### config.mk
export PLATFORM = sky130hd
export DESIGN_NAME = ipc_connection_state_checker_unit
export DESIGN_NICKNAME = d
export VERILOG_FILES = /design/src/rtl/ipccsc_pkg.sv /design/src/rtl/ipccsc_rules.sv /design/src/rtl/ipc_connection_state_checker_unit.sv
export SDC_FILE = /design/constraint.sdc
export NUM_CORES = 1
export LEC_CHECK = 0
export BUFFER_PORTS_ARGS = -buffer_cell sky130_fd_sc_hd__buf_2
export CORE_MARGIN = 5
export CORE_UTILIZATION = 45
export CTS_CLUSTER_DIAMETER = 100
export DETAILED_ROUTE_END_ITERATION = 8
export PLACE_DENSITY_LB_ADDON = 0.15
export SLEW_MARGIN = 15
export SYNTH_ARGS = -nofsm -noshare
export SYNTH_HDL_FRONTEND = slang
export SYNTH_SLANG_ARGS = --single-unit
### constraint.sdc
create_clock -name clk_i -period 14.45 [get_ports clk_i]
set_input_delay 2.1675 -clock clk_i [delete_from_list [all_inputs] [get_ports clk_i]]
set_output_delay 2.1675 -clock clk_i [all_outputs]
set_load 0.05 [all_outputs]
### src/rtl/ipccsc_pkg.sv
// ----------------------------------------------------------------------------
// ipccsc_pkg
// Types, codes and helpers shared by the IPC connection state checker.
// ----------------------------------------------------------------------------
`default_nettype none

package ipccsc_pkg;

  localparam logic [3:0] LastHandleType = 4'd3;
  localparam logic [3:0] HandleTypeConn = 4'd1;

  // item kinds
  localparam logic KindOpen  = 1'b0;
  localparam logic KindEvent = 1'b1;

  // connection states
  localparam logic [3:0] StFree       = 4'd0;
  localparam logic [3:0] StPendConn   = 4'd1;
  localparam logic [3:0] StConnecting = 4'd2;
  localparam logic [3:0] StIdle       = 4'd3;
  localparam logic [3:0] StPendReq    = 4'd4;
  localparam logic [3:0] StActive     = 4'd5;
  localparam logic [3:0] StDisconn    = 4'd6;
  localparam logic [3:0] StError      = 4'd7;
  localparam logic [3:0] StTerminal   = 4'd8;

  // events
  localparam logic [3:0] EvAccept    = 4'd0;
  localparam logic [3:0] EvConnected = 4'd1;
  localparam logic [3:0] EvRequest   = 4'd2;
  localparam logic [3:0] EvActive    = 4'd3;
  localparam logic [3:0] EvReply     = 4'd4;
  localparam logic [3:0] EvClose     = 4'd5;
  localparam logic [3:0] EvClosed    = 4'd6;
  localparam logic [3:0] EvFail      = 4'd7;
  localparam logic [3:0] EvAbort     = 4'd8;

  // status codes
  localparam logic [2:0] RcOk     = 3'd0;
  localparam logic [2:0] RcArg    = 3'd1;
  localparam logic [2:0] RcOwner  = 3'd2;
  localparam logic [2:0] RcHandle = 3'd3;
  localparam logic [2:0] RcState  = 3'd4;

  localparam int unsigned InDataW  = 208;
  localparam int unsigned OutDataW = 8;

  typedef struct packed {
    logic        kind;
    logic [31:0] requester_id;
    logic [31:0] handle_value;
    logic [31:0] handle_generation;
    logic [31:0] handle_owner;
    logic [3:0]  handle_type;
    logic [3:0]  event_req;
    logic        stateless_mode;
    logic [31:0] service_id;
    logic [31:0] service_ver;
  } item_t;

  typedef struct packed {
    logic [3:0]  state;
    logic [31:0] owner;
    logic [31:0] value;
    logic [31:0] generation;
    logic [31:0] handle_owner;
    logic [3:0]  htype;
    logic        stateless;
  } conn_t;

  localparam conn_t ConnReset = '{
    state:        StFree,
    owner:        32'd0,
    value:        32'd0,
    generation:   32'd0,
    handle_owner: 32'd0,
    htype:        4'd0,
    stateless:    1'b0
  };

  function automatic logic handle_ok(logic [31:0] v, logic [31:0] g,
                                     logic [31:0] o, logic [3:0] t);
    return (v != 32'd0) && (g != 32'd0) && (o != 32'd0) && (t != 4'd0) &&
           (t <= LastHandleType);
  endfunction

endpackage

`default_nettype wire

### src/rtl/ipccsc_rules.sv
// ----------------------------------------------------------------------------
// ipccsc_rules
// Checks one item (an open on its own fields, an event against the stored
// connection) and computes status and the connection record after the item.
// ----------------------------------------------------------------------------
`default_nettype none

module ipccsc_rules import ipccsc_pkg::*; (
  input  item_t      item_i,
  input  conn_t      conn_i,
  output logic [2:0] status_o,
  output conn_t      conn_o
);

  logic  open_bad;
  logic  ev_arg_bad;
  logic  ev_owner_bad;
  logic  ev_handle_bad;
  logic  rule_bad;
  logic  [3:0] rule_next;
  conn_t opened;

  assign open_bad = (item_i.requester_id == 32'd0) || (item_i.service_id == 32'd0) ||
                    (item_i.service_ver == 32'd0) ||
                    (item_i.handle_type != HandleTypeConn) ||
                    (item_i.handle_owner != item_i.requester_id) ||
                    !handle_ok(item_i.handle_value, item_i.handle_generation,
                               item_i.handle_owner, item_i.handle_type);

  assign ev_arg_bad   = (item_i.requester_id == 32'd0) || (item_i.event_req > EvAbort) ||
                        (conn_i.state > StTerminal);
  assign ev_owner_bad = item_i.requester_id != conn_i.owner;
  assign ev_handle_bad =
      !handle_ok(conn_i.value, conn_i.generation, conn_i.handle_owner, conn_i.htype) ||
      !handle_ok(item_i.handle_value, item_i.handle_generation,
                 item_i.handle_owner, item_i.handle_type) ||
      (item_i.handle_value != conn_i.value) ||
      (item_i.handle_generation != conn_i.generation) ||
      (item_i.handle_owner != conn_i.handle_owner) ||
      (item_i.handle_type != conn_i.htype);

  always_comb begin
    opened = '{
      state:        item_i.stateless_mode ? StIdle : StPendConn,
      owner:        item_i.requester_id,
      value:        item_i.handle_value,
      generation:   item_i.handle_generation,
      handle_owner: item_i.handle_owner,
      htype:        item_i.handle_type,
      stateless:    item_i.stateless_mode
    };
  end

  // transition table; close-complete is handled by the status block below
  always_comb begin
    rule_bad  = 1'b0;
    rule_next = conn_i.state;
    unique case (item_i.event_req)
      EvAccept: begin
        rule_bad  = conn_i.stateless || (conn_i.state != StPendConn);
        rule_next = StConnecting;
      end
      EvConnected: begin
        rule_bad  = conn_i.stateless || (conn_i.state != StConnecting);
        rule_next = StIdle;
      end
      EvRequest: begin
        rule_bad  = conn_i.state != StIdle;
        rule_next = StPendReq;
      end
      EvActive: begin
        rule_bad  = conn_i.state != StPendReq;
        rule_next = StActive;
      end
      EvReply: begin
        rule_bad  = conn_i.state != StActive;
        rule_next = StIdle;
      end
      EvClose: begin
        rule_bad  = conn_i.stateless || (conn_i.state != StIdle);
        rule_next = StDisconn;
      end
      EvClosed: begin
        rule_bad  = conn_i.state != StDisconn;
        rule_next = StFree;
      end
      EvFail: begin
        rule_bad  = (conn_i.state == StFree) || (conn_i.state == StTerminal);
        rule_next = StError;
      end
      default: begin
        rule_bad  = (conn_i.state == StFree) || (conn_i.state == StTerminal);
        rule_next = StTerminal;
      end
    endcase
  end

  always_comb begin
    conn_o   = conn_i;
    status_o = RcOk;
    if (item_i.kind == KindOpen) begin
      if (open_bad) begin
        status_o = RcArg;
      end else begin
        conn_o = opened;
      end
    end else begin
      priority if (ev_arg_bad) begin
        status_o = RcArg;
      end else if (ev_owner_bad) begin
        status_o = RcOwner;
      end else if (ev_handle_bad) begin
        status_o = RcHandle;
      end else if (rule_bad) begin
        status_o = RcState;
      end else if (item_i.event_req == EvClosed) begin
        conn_o = ConnReset;
      end else begin
        conn_o.state = rule_next;
      end
    end
  end

endmodule

`default_nettype wire

### src/rtl/ipc_connection_state_checker_unit.sv
// ----------------------------------------------------------------------------
// ipc_connection_state_checker_unit
// Guards one IPC connection: open transactions are checked on their own fields
// and event transactions against the stored owner and handle; each returns a status and the new state.
//
//   channel  dir  tdata                      tuser
//   s_axis   in   item fields, 208 bits      kind
//   m_axis   out  status, conn_state, 8 bit  -
//
// One transaction per cycle sustained while the result is not stalled; the result
// passes through the input register, then the result register.
// The connection record updates as the item leaves the input register, so
// the next item sees it with no bubble.
// A stalled result holds the input register; input ready drops only then.
// Reset clears the connection to free with a zero owner and handle.
// ----------------------------------------------------------------------------
`default_nettype none

module ipc_connection_state_checker_unit import ipccsc_pkg::*; (
  input  wire logic                clk_i,
  input  wire logic                rst_ni,
  input  wire logic                s_axis_tvalid,
  output logic                     s_axis_tready,
  // requester_id, handle_value, handle_generation, handle_owner, handle_type,
  // event_req, stateless_mode, service_id, service_ver, zero pad
  input  wire logic [InDataW-1:0]  s_axis_tdata,
  // kind
  input  wire logic [0:0]          s_axis_tuser,
  output logic                     m_axis_tvalid,
  input  wire logic                m_axis_tready,
  // status, conn_state, zero pad
  output logic [OutDataW-1:0]      m_axis_tdata
);

  item_t      item_d;
  item_t      item_q;
  logic       in_valid_q;
  logic       out_valid_q;
  logic [2:0] status_q;
  logic [3:0] state_out_q;
  conn_t      conn_q;
  conn_t      conn_d;
  logic [2:0] status_d;
  logic       out_free;
  logic       advance;
  logic       in_take;

  assign item_d = '{
    kind:              s_axis_tuser[0],
    requester_id:      s_axis_tdata[31:0],
    handle_value:      s_axis_tdata[63:32],
    handle_generation: s_axis_tdata[95:64],
    handle_owner:      s_axis_tdata[127:96],
    handle_type:       s_axis_tdata[131:128],
    event_req:         s_axis_tdata[135:132],
    stateless_mode:    s_axis_tdata[136],
    service_id:        s_axis_tdata[168:137],
    service_ver:       s_axis_tdata[200:169]
  };

  assign out_free      = !out_valid_q || m_axis_tready;
  assign advance       = in_valid_q && out_free;
  assign s_axis_tready = !in_valid_q || out_free;
  assign in_take       = s_axis_tvalid && s_axis_tready;

  ipccsc_rules u_rules (
    .item_i   (item_q),
    .conn_i   (conn_q),
    .status_o (status_d),
    .conn_o   (conn_d)
  );

  always_ff @(posedge clk_i or negedge rst_ni) begin
    if (!rst_ni) begin
      in_valid_q  <= 1'b0;
      out_valid_q <= 1'b0;
      conn_q      <= ConnReset;
    end else begin
      if (in_take) begin
        in_valid_q <= 1'b1;
      end else if (advance) begin
        in_valid_q <= 1'b0;
      end
      if (advance) begin
        out_valid_q <= 1'b1;
        conn_q      <= conn_d;
      end else if (m_axis_tready) begin
        out_valid_q <= 1'b0;
      end
    end
  end

  always_ff @(posedge clk_i) begin
    if (in_take) begin
      item_q <= item_d;
    end
    if (advance) begin
      status_q    <= status_d;
      state_out_q <= conn_d.state;
    end
  end

  assign m_axis_tvalid = out_valid_q;
  assign m_axis_tdata  = {1'b0, state_out_q, status_q};

  // input only backs up behind a stalled result
  a_ready_stall : assert property (@(posedge clk_i) disable iff (!rst_ni)
    !s_axis_tready |-> (m_axis_tvalid && !m_axis_tready))
    else $error("input stalled without a stalled result");

  // a free connection carries no owner and no handle
  a_free_clear : assert property (@(posedge clk_i) disable iff (!rst_ni)
    (conn_q.state == StFree) |-> (conn_q.owner == 32'd0 && conn_q.htype == 4'd0))
    else $error("free connection keeps owner or handle");

  // a rejected item leaves the connection untouched
  a_reject_hold : assert property (@(posedge clk_i) disable iff (!rst_ni)
    (advance && status_d != RcOk) |=> (conn_q == $past(conn_q)))
    else $error("rejected item changed the connection");

  a_state_range : assert property (@(posedge clk_i) disable iff (!rst_ni)
    conn_q.state <= StTerminal)
    else $error("connection state out of range");

endmodule

`default_nettype wire
## Yosys cells after proc, flatten, opt, wreduce, memory -nomap -nowiden

Index checks and enable logic that the tools add are counted.

| storage, ports and cells | value |
|---|---|
| bits in registers | 348 |
| input bits | 213 |
| output and inout bits | 10 |

| cells by class | value |
|---|---|
| $lt $le $gt $ge | 4 |
| equality and inequality tests | 27 |
| mux-type cells | 21 |
| reduce and logical (&&, ||, !) cells | 49 |

Operators with widths:

| cell | number |
|---|---|
| $mux 137 | 6 |
| $reduce_bool 32->1 | 6 |
| $ne 32x32->1 | 5 |
| $mux 133 | 1 |
| $logic_not 32->1 | 3 |
| $pmux 4 s6 | 1 |
| $logic_or 1x1->1 | 18 |
| $eq 4x3->1 const B | 4 |
| $mux 3 | 5 |
| $ne 4x3->1 const B | 3 |
| $logic_and 1x1->1 | 10 |
| $ne 2x2->1 const B | 5 |
| $eq 4x2->1 const B | 2 |
| $gt 4x4->1 const B | 2 |
| $le 4x2->1 const B | 2 |
| $logic_not 4->1 | 2 |
| $ne 4x1->1 const B | 2 |
| $ne 4x2->1 const B | 2 |
| $reduce_bool 4->1 | 2 |
| $pmux 1 s7 | 1 |
| $reduce_and 7->1 | 1 |
| $mux 1 | 5 |
| $eq 4x1->1 const B | 1 |
| $eq 4x4->1 const B | 1 |
| 7 further kinds | 11 |

## Longest topological paths before layout

Gate-level depths: netlist (run 1).

| logic depth | value |
|---|---|
| word-level depth | 15 |
| depth in mapped cells | 11 |

## Hierarchy

From an unflattened synthesis (run 1), not the netlist that was laid out.

| second synthesis, totals | value |
|---|---|
| cell total of the unflattened synthesis | 1351 |
| area, all modules | 17143.9 um^2 |

By module, submodules not included:

| module | instances | cells an instance | area an instance (um^2) |
|---|---|---|---|
| ipc_connection_state_checker_unit | 1 | 508 | 12000.3 |
| ipccsc_rules | 1 | 843 | 5143.7 |

## Worst setup path before layout (run 1)

No wires, ideal clock.

| path | value |
|---|---|
| path kind | input to register |
| start | in m_axis_tready |
| end | reg item_q[0] in the netlist's numbering, enable pin |
| arrival | 7.293 ns |
| required time | 13.864 ns |
| setup slack | 6.571 ns |
| stages on the path | 2 |
| cell sequence | nand3b_1 and2_1 |

| between the ends | value |
|---|---|
| longest elaborated chain between the ends | 3 |

RTL lines:

| element | RTL line | RTL |
|---|---|---|
| start, declared | ipc_connection_state_checker_unit.sv:30 | `input wire logic m_axis_tready,` |
| $logic_or 1x1->1 | ipc_connection_state_checker_unit.sv:61 | `assign out_free = !out_valid_q \|\| m_axis_tready;` |
| $logic_or 1x1->1 | ipc_connection_state_checker_unit.sv:63 | `assign s_axis_tready = !in_valid_q \|\| out_free;` |
| $logic_and 1x1->1 | ipc_connection_state_checker_unit.sv:64 | `assign in_take = s_axis_tvalid && s_axis_tready;` |
| named net in_take | ipc_connection_state_checker_unit.sv:46 | `logic in_take;` |
| end signal, assigned | ipc_connection_state_checker_unit.sv:95 | `item_q <= item_d;` |
| end, declared | ipc_connection_state_checker_unit.sv:36 | `item_t item_q;` |

The timed path passes the listed nets, and every way through them passes these cells.
A chain may end at the register's enable or synchronous reset.

## Final worst setup path (run 1)

| path | value |
|---|---|
| start | in m_axis_tready |
| end | out s_axis_tready |

| between the ends | value |
|---|---|
| longest elaborated chain between the ends | 2 |

RTL lines:

| element | RTL line | RTL |
|---|---|---|
| $logic_or 1x1->1 | ipc_connection_state_checker_unit.sv:61 |  |
| $logic_or 1x1->1 | ipc_connection_state_checker_unit.sv:63 |  |
| end, declared | ipc_connection_state_checker_unit.sv:23 | `output logic s_axis_tready,` |

No other way between the ends.

==> run metrics, run 1 <==
status completed; critical path type input pin to primary output; core box area 0.0325 mm^2; final hold violation count 0; DRT iter0 DRCs 855; Most common cell on crit path buf_2; Initial Util 0.456; max-slew violations 0; Ant. Diodes 0; Seq/Total Area, Yosys 0.658; dominant synthesized flop cell edfxtp_1; htree depth 2; Worst path max stage delay 240 ps; crit path launch type input pin; port bufs 214; CTS Sinks 348; CTS tree built; die width 192 um; Power Dens Cells 127 mW/mm^2; leading area contributor after synthesis edfxtp_1; number of synthesized register bits 348; layout cells sized above 1 0.194; Ports 223; post-synth top area share 0.423; Max Cap Viol 0; clock root buffer clkbuf_16; Setup TNS Final 0 ps; Nets 1658; P_leak 7.11 nW; largest net degree at the start of global routing 79; Peak VDD IR 124 uV; Tcrit/Tclk final 0.337; Post-CTS Setup Inserts 0; Syn Std Cell Area 0.0148 mm^2; worst skew pair latency 530 ps; Crit. End Element primary output; synth warn 0; worst hold slack 480 ps; Setup violations, final 0; top cells by area, synth edfxtp_1 42%, dfrtp_1 23%, a21oi_1 4.5%; Max Clk Rate 206 MHz; Tmin final 4870 ps; vias in the first global route 10500; worst path cell trace buf_2, nand3b_1, buf_2; Post-Syn Nets 1450; CTS Hold Bufs 0; vias 10500; Cells after Synth 1237; Layout Utilization 0.538; GR Util All Layers 0.216; Slew HR 0.375; count of different cell masters after synthesis 46; worst slew pin tran 937 ps; Post-synth EDFFs 209; unrepaired setup endpoints after global routing false; Routed WL per cell 20.8 um; Clock transition at path regs 60 ps; WL final 39800 um; Final GP Congestion 0.949; crit-path max FO 3; syn_area_per_cell 12.0 um^2; fillers 2880; # DRC 0; Die Y 192 um; first-pass GRT wire length 60900 um; clk buf depth 3; CP required 12280 ps; post-CTS sizing 0; critical path data arrival time 2700 ps; row count 66; total CTS buffers 38; Hold Path Class register to register; Via density 5.49; die area 0.0367 mm^2; P&R area growth vs syn 18.0%; slowest cell on the critical path buf_2; Clock Skew 13.6 ps; drt pass-1 iters 5; initial antenna violation count 0; antenna-violating nets left 0; ys async rst share 0.399; remaining global-route overflow 0; DP Wirelength 28200 um
metrics by stage:
step	setup slack, ps	instance area (um^2)	total power [mW]	instances
final	9580	17500	2.23	1916
after floorplan	6570	14800	1.21	1237
after CTS	9590	17500	2.26	1916
after global routing	9560	17500	2.31	1916
after detailed placement	9520	16200	1.28	1847
after global placement	9500	16200	1.27	1847
path summary, 6_finish.rpt:
check	start	end	slack [ps]	cells past startpoint
max in group asynchronous	rst_ni	conn_q[37]$_DFFE_PN0P_	11700	2
min in group asynchronous	rst_ni	in_valid_q$_DFFE_PN0P_	1620	1
max reg2reg	item_q[83]$_DFFE_PP_	conn_q[117]$_DFFE_PN0P_	9980	9
min	in_valid_q$_DFFE_PN0P_	m_axis_tvalid$_DFFE_PN0P_	480	1
max	m_axis_tready	s_axis_tready	9580	3
min reg2reg	in_valid_q$_DFFE_PN0P_	m_axis_tvalid$_DFFE_PN0P_	480	1
where the power goes:
group / internal, mW / leakage, nW / switching (mW)
sequential: 1.11 / 3.92 / 0.0410
clock: 0.589 / 0.619 / 0.383
combinational: 0.0428 / 2.57 / 0.0667
flip-flops by register name, indices dropped and copies added, names as in the netlist:
| signal | cells |
|---|---|
| conn_q | 137 |
| in_valid_q | 1 |
| item_q | 202 |
| m_axis_tvalid | 1 |
| state_out_q | 4 |
| status_q | 3 |
cell type report:
type | count | area [um^2] | area share
multi-input cells | 783 | 4600 | 0.263
clock inverters | 22 | 236 | 0.0135
well taps | 442 | 553 | 0.0316
inverters | 50 | 188 | 0.0107
flip-flops and latches | 348 | 9750 | 0.557
repair buffers | 224 | 1150 | 0.0656
clock buffers | 47 | 1020 | 0.0581
logic make-up (layout without fill, tap and decap cells):
| group | Yosys count | count (layout) | synth area share |
|---|---|---|---|
| buf+inv | 106 | 343 | 0.0336 |
| compound gates | 177 | 177 | 0.0669 |
| flops | 348 | 348 | 0.658 |
| xor+xnor | 138 | 138 | 0.0815 |
| simple gates | 467 | 467 | 0.160 |
| other cells | 1 | 1 | 0.000253 |
worst max-delay path, delay by kind of cell:
kind / cells / cell delay [ps]
buffers and inverters: 2 / 340
AND/OR/NAND/NOR: 1 / 190
metal layers:
metal	track usage	part of all wire
met3	0.0463	0.075
met1	0.314	0.44
met4	0.0619	0.027
met5	0	0
met2	0.329	0.46
cells in the final DEF, fill, tap and decap left out, types with 8 or more instances in the layout:
master     instances
edfxtp_1         209
nor2_1           103
a21oi_1          133
buf_2            213
inv_1             50
o22ai_1           10
nor2b_1           19
nor4_1            98
clkbuf_16         39
xnor2_1           64
dfrtp_1          139
clkinv_2           9
nand2_1           86
nand3_1           84
nand4_1           41
buf_4             11
nor3_1             8
xor2_1            74
cell usage after synthesis (all sizes together), types with 5 or more instances:
master,n
nor4b,6
xor2,74
a21oi,133
o21ai,7
o22ai,10
nor3,8
nor2b,19
inv,50
edfxtp,209
nand2b,6
nand3,84
nand2,86
nand4,41
buf,16
clkbuf,40
nor2,103
and2,6
a2111oi,5
xnor2,64
nor4,98
dfrtp,139
Power figures use the tool's default switching activity.
==> inputs of run 2 (changes only) <==
--- a/config.mk
+++ b/config.mk
@@ -5,6 +5,7 @@
 export SDC_FILE = /design/constraint.sdc
 export NUM_CORES = 1
 export LEC_CHECK = 0
+export ABC_AREA = 1
 export BUFFER_PORTS_ARGS = -buffer_cell sky130_fd_sc_hd__buf_2
 export CORE_MARGIN = 5
 export CORE_UTILIZATION = 45
==> constraint.sdc (replaced) <==
create_clock -name clk_i -period 4.3 [get_ports clk_i]
set_input_delay 0.645 -clock clk_i [delete_from_list [all_inputs] [get_ports clk_i]]
set_output_delay 0.645 -clock clk_i [all_outputs]
set_load 0.05 [all_outputs]
==> run 2 against run 1 <==
Against the previous run: largest cell class unchanged; non-clock buffer count up 2; sequential cell count unchanged; core utilization down 0.80 points; largest power group unchanged; combinational power rose to 6.6 times the previous value; first-iteration DRC count up 29%; critical endpoint is now conn_q[58]$_DFFE_PN0P_; routed wire length up 27%; die area up 17%; sequential power rose to 3.4 times the previous value; critical path type is now register to register; final cell count up 49%; highest routed layer is now met5; critical path depth up 8.
==> run metrics, run 2 <==
Initial Util 0.453 (-0.00266); largest register by flop count item_q; Cells after Synth 2066 (+67%); critical path data arrival time 3950 ps (+1250 ps); final worst slack 758 ps (-8830 ps); CTS Hold Bufs 0 (unchanged); Final GP Congestion 0.969 (+2.1%); dpl ws 1110 ps (-8410 ps); core box area 0.0386 mm^2 (+19%); Max Cap Viol 0 (unchanged); Post-synth EDFFs 209 (unchanged); dominant synthesized flop cell edfxtp_1; Synth Area in Compound Gates 0.0573 (-0.00961); die area 0.0429 mm^2 (+17%); P_leak 9.29 nW (+31%); P&R area growth vs syn 16.9%; Pwr Total 8.22 mW (+270%); max reg flops 202 (unchanged); die width 207 um (+8.1%); Power Dens Cells 402 mW/mm^2 (+220%); syn_area_per_cell 8.46 um^2 (-29%); WL final 50700 um (+27%); Nets 2509 (+51%); unrepaired setup endpoints after global routing false; Crit Reg-Reg Startpoint item_q[173]$_DFFE_PP_; vias 14100 (+34%); simple-gate share of the synthesized area 0.285 (+0.125); Ant. Diodes 0 (unchanged); largest family of logic cells by synthesized area simple AND/OR/NAND/NOR gates; crit-path max FO 191 (+188); count of different cell masters after synthesis 35 (-24%); Clock transition at path regs 50 ps (about the same); Peak VDD IR 474 uV (+280%); max-slew violations 0 (unchanged); worst slew pin tran 1240 ps (+300 ps); htree depth 2 (unchanged); Tmin final 3540 ps; Via density 4.96 (-9.6%); remaining global-route overflow 0 (unchanged); multiplexer share of the synthesized area 0 (unchanged); Crit. End Element register; DRT iter0 DRCs 1103 (+29%); critical path type register to register; layout cells sized above 1 0.171 (-0.0227); post-CTS sizing 0 (unchanged); CTS tree built; row count 72 (+9.1%); worst setup path start item_q[173]$_DFFE_PP_; Ports 223 (unchanged); initial antenna violation count 3 (+3); first-pass GRT wire length 78300 um (+29%); number of synthesized register bits 348 (unchanged); worst skew pair latency 570 ps (+40 ps); Routed WL per cell 17.8 um (-14%); Seq/Total Area, Yosys 0.558 (-0.0994); CTS Sinks 348 (unchanged); Die Y 207 um (+8.1%); largest net degree at the start of global routing 192 (+140%); port bufs 214 (unchanged); Syn Std Cell Area 0.0175 mm^2 (+18%); top cells by area, synth edfxtp_1 36%, dfrtp_1 20%, nand2_1 17%; Synth top cells by count 802 x nand2_1, 264 x inv_1, 259 x nor2_1; Tcrit/Tclk final 0.824; DP Wirelength 38700 um (+37%); Setup violations, final 0 (unchanged); final hold violation count 0 (unchanged); CP required 4710 ps (-7570 ps); most common cell in the netlist nand2_1; Clock Skew 17.0 ps (+3.43 ps); total CTS buffers 41 (+7.9%); Post-CTS Setup Inserts 0 (unchanged); Synth Area in XOR/XNOR 0.0205 (-0.0609); GR Util All Layers 0.233 (+0.0172); ys async rst share 0.399 (unchanged); Hold Path Class input pin to async pin; synth warn 0 (unchanged); Post-Syn Nets 2279 (+57%); status completed; crit path launch type register; Post-Synth Adder-Cell Area 0 (unchanged); drt pass-1 iters 5 (unchanged); post-synth top area share 0.359 (-0.0640); Largest regs item_q: 202 flops, conn_q: 137 flops, state_out_q: 4 flops; clock root buffer clkbuf_16; # DRC 0 (unchanged); Slew HR 0.175 (-0.200); leading area contributor after synthesis edfxtp_1; Max Clk Rate 282 MHz; commonest non-fill, non-tap cells in the layout 801 x nand2_1, 262 x inv_1, 259 x nor2_1; clk buf depth 3 (unchanged); antenna-violating nets left 0 (unchanged); commonest non-fill, non-tap cell in the layout nand2_1; vias in the first global route 13900 (+32%)
run 2: changes by cell type after synthesis, sizes merged, moves of 20 or more:
cell	before	now
xor2	74	14
buf	16	38
nand2	86	804
o21ai	7	122
nor2	103	263
nand4	41	61
xnor2	64	27
clkbuf	40	1
a21oi	133	3
nor4	98	14
nand3	84	58
inv	50	274
run 2: worst paths after layout:
| check | to | depth (start not counted) | slack, ps |
|---|---|---|---|
| setup / recovery | conn_q[58]$_DFFE_PN0P_ | 11 | 760 |
| setup reg to reg | conn_q[58]$_DFFE_PN0P_ | 11 | 760 |
| max in group asynchronous | conn_q[113]$_DFFE_PN0P_ | 2 | 3300 |
| hold reg to reg | conn_q[72]$_DFFE_PN0P_ | 2 | 490 |
| hold / removal | conn_q[81]$_DFFE_PN0P_ | 1 | 140 |
| min in group clk_i | item_q[155]$_DFFE_PP_ | 1 | 250 |
run 2: critical path, cell delays in order, from the launching register on:
cell      delay, ps
edfxtp_1        510
xnor2_1         350
nand3_1         120
nor3_1          310
nand3_1         150
nor2_2          120
nand3_1         150
a21oi_1         380
nand2_8         270
buf_12          320
nand2_1         270
o21ai_2          70
run 2: per-stage QoR:
step	hold slack, ps	TNS [ps]	std cells	util	area, um^2
finish	137	0	2847	0.530	20400
global route	185	0	2847	0.530	20400
CTS	136	0	2847	0.530	20400
detailed placement	483	0	2771	0.494	19000
global placement	469	0	2771	0.494	19000
floorplan	349	-17850	2066	-	17500
run 2: where the power goes:
group | leakage [nW] | total, mW | internal, mW | switching (mW)
combinational | 4.67 | 0.724 | 0.228 | 0.496
clock | 0.663 | 3.56 | 2.17 | 1.39
sequential | 3.96 | 3.93 | 3.77 | 0.166
run 2: final cells by class:
cell class | count | area [um^2]
Fill cell | 3686 | 18100
Sequential cell | 348 | 9760
Multi-Input combinational cell | 1405 | 6390
Timing Repair Buffer | 226 | 1200
Clock buffer | 60 | 1150
Inverter | 274 | 1040
Tap cell | 518 | 648
Clock inverter | 16 | 239
run 2: logic make-up (layout without fill, tap and decap cells):
group / Yosys count / after routing
flip-flops: 348 / 348
XOR/XNOR: 41 / 41
AO/OA/AOI/OAI: 130 / 130
other: 1 / 1
AND/OR/NAND/NOR: 1233 / 1233
buffers and inverters: 313 / 576
run 2: routing by layer:
| metal | track usage | vias up | wire, um |
|---|---|---|---|
| met4 | 0.0673 | 4 | 1310 |
| met3 | 0.0396 | 72 | 3470 |
| met1 | 0.335 | 6587 | 23000 |
| met5 | 0 | - | 27 |
| met2 | 0.367 | 446 | 23000 |
| li1 | - | 7004 | - |
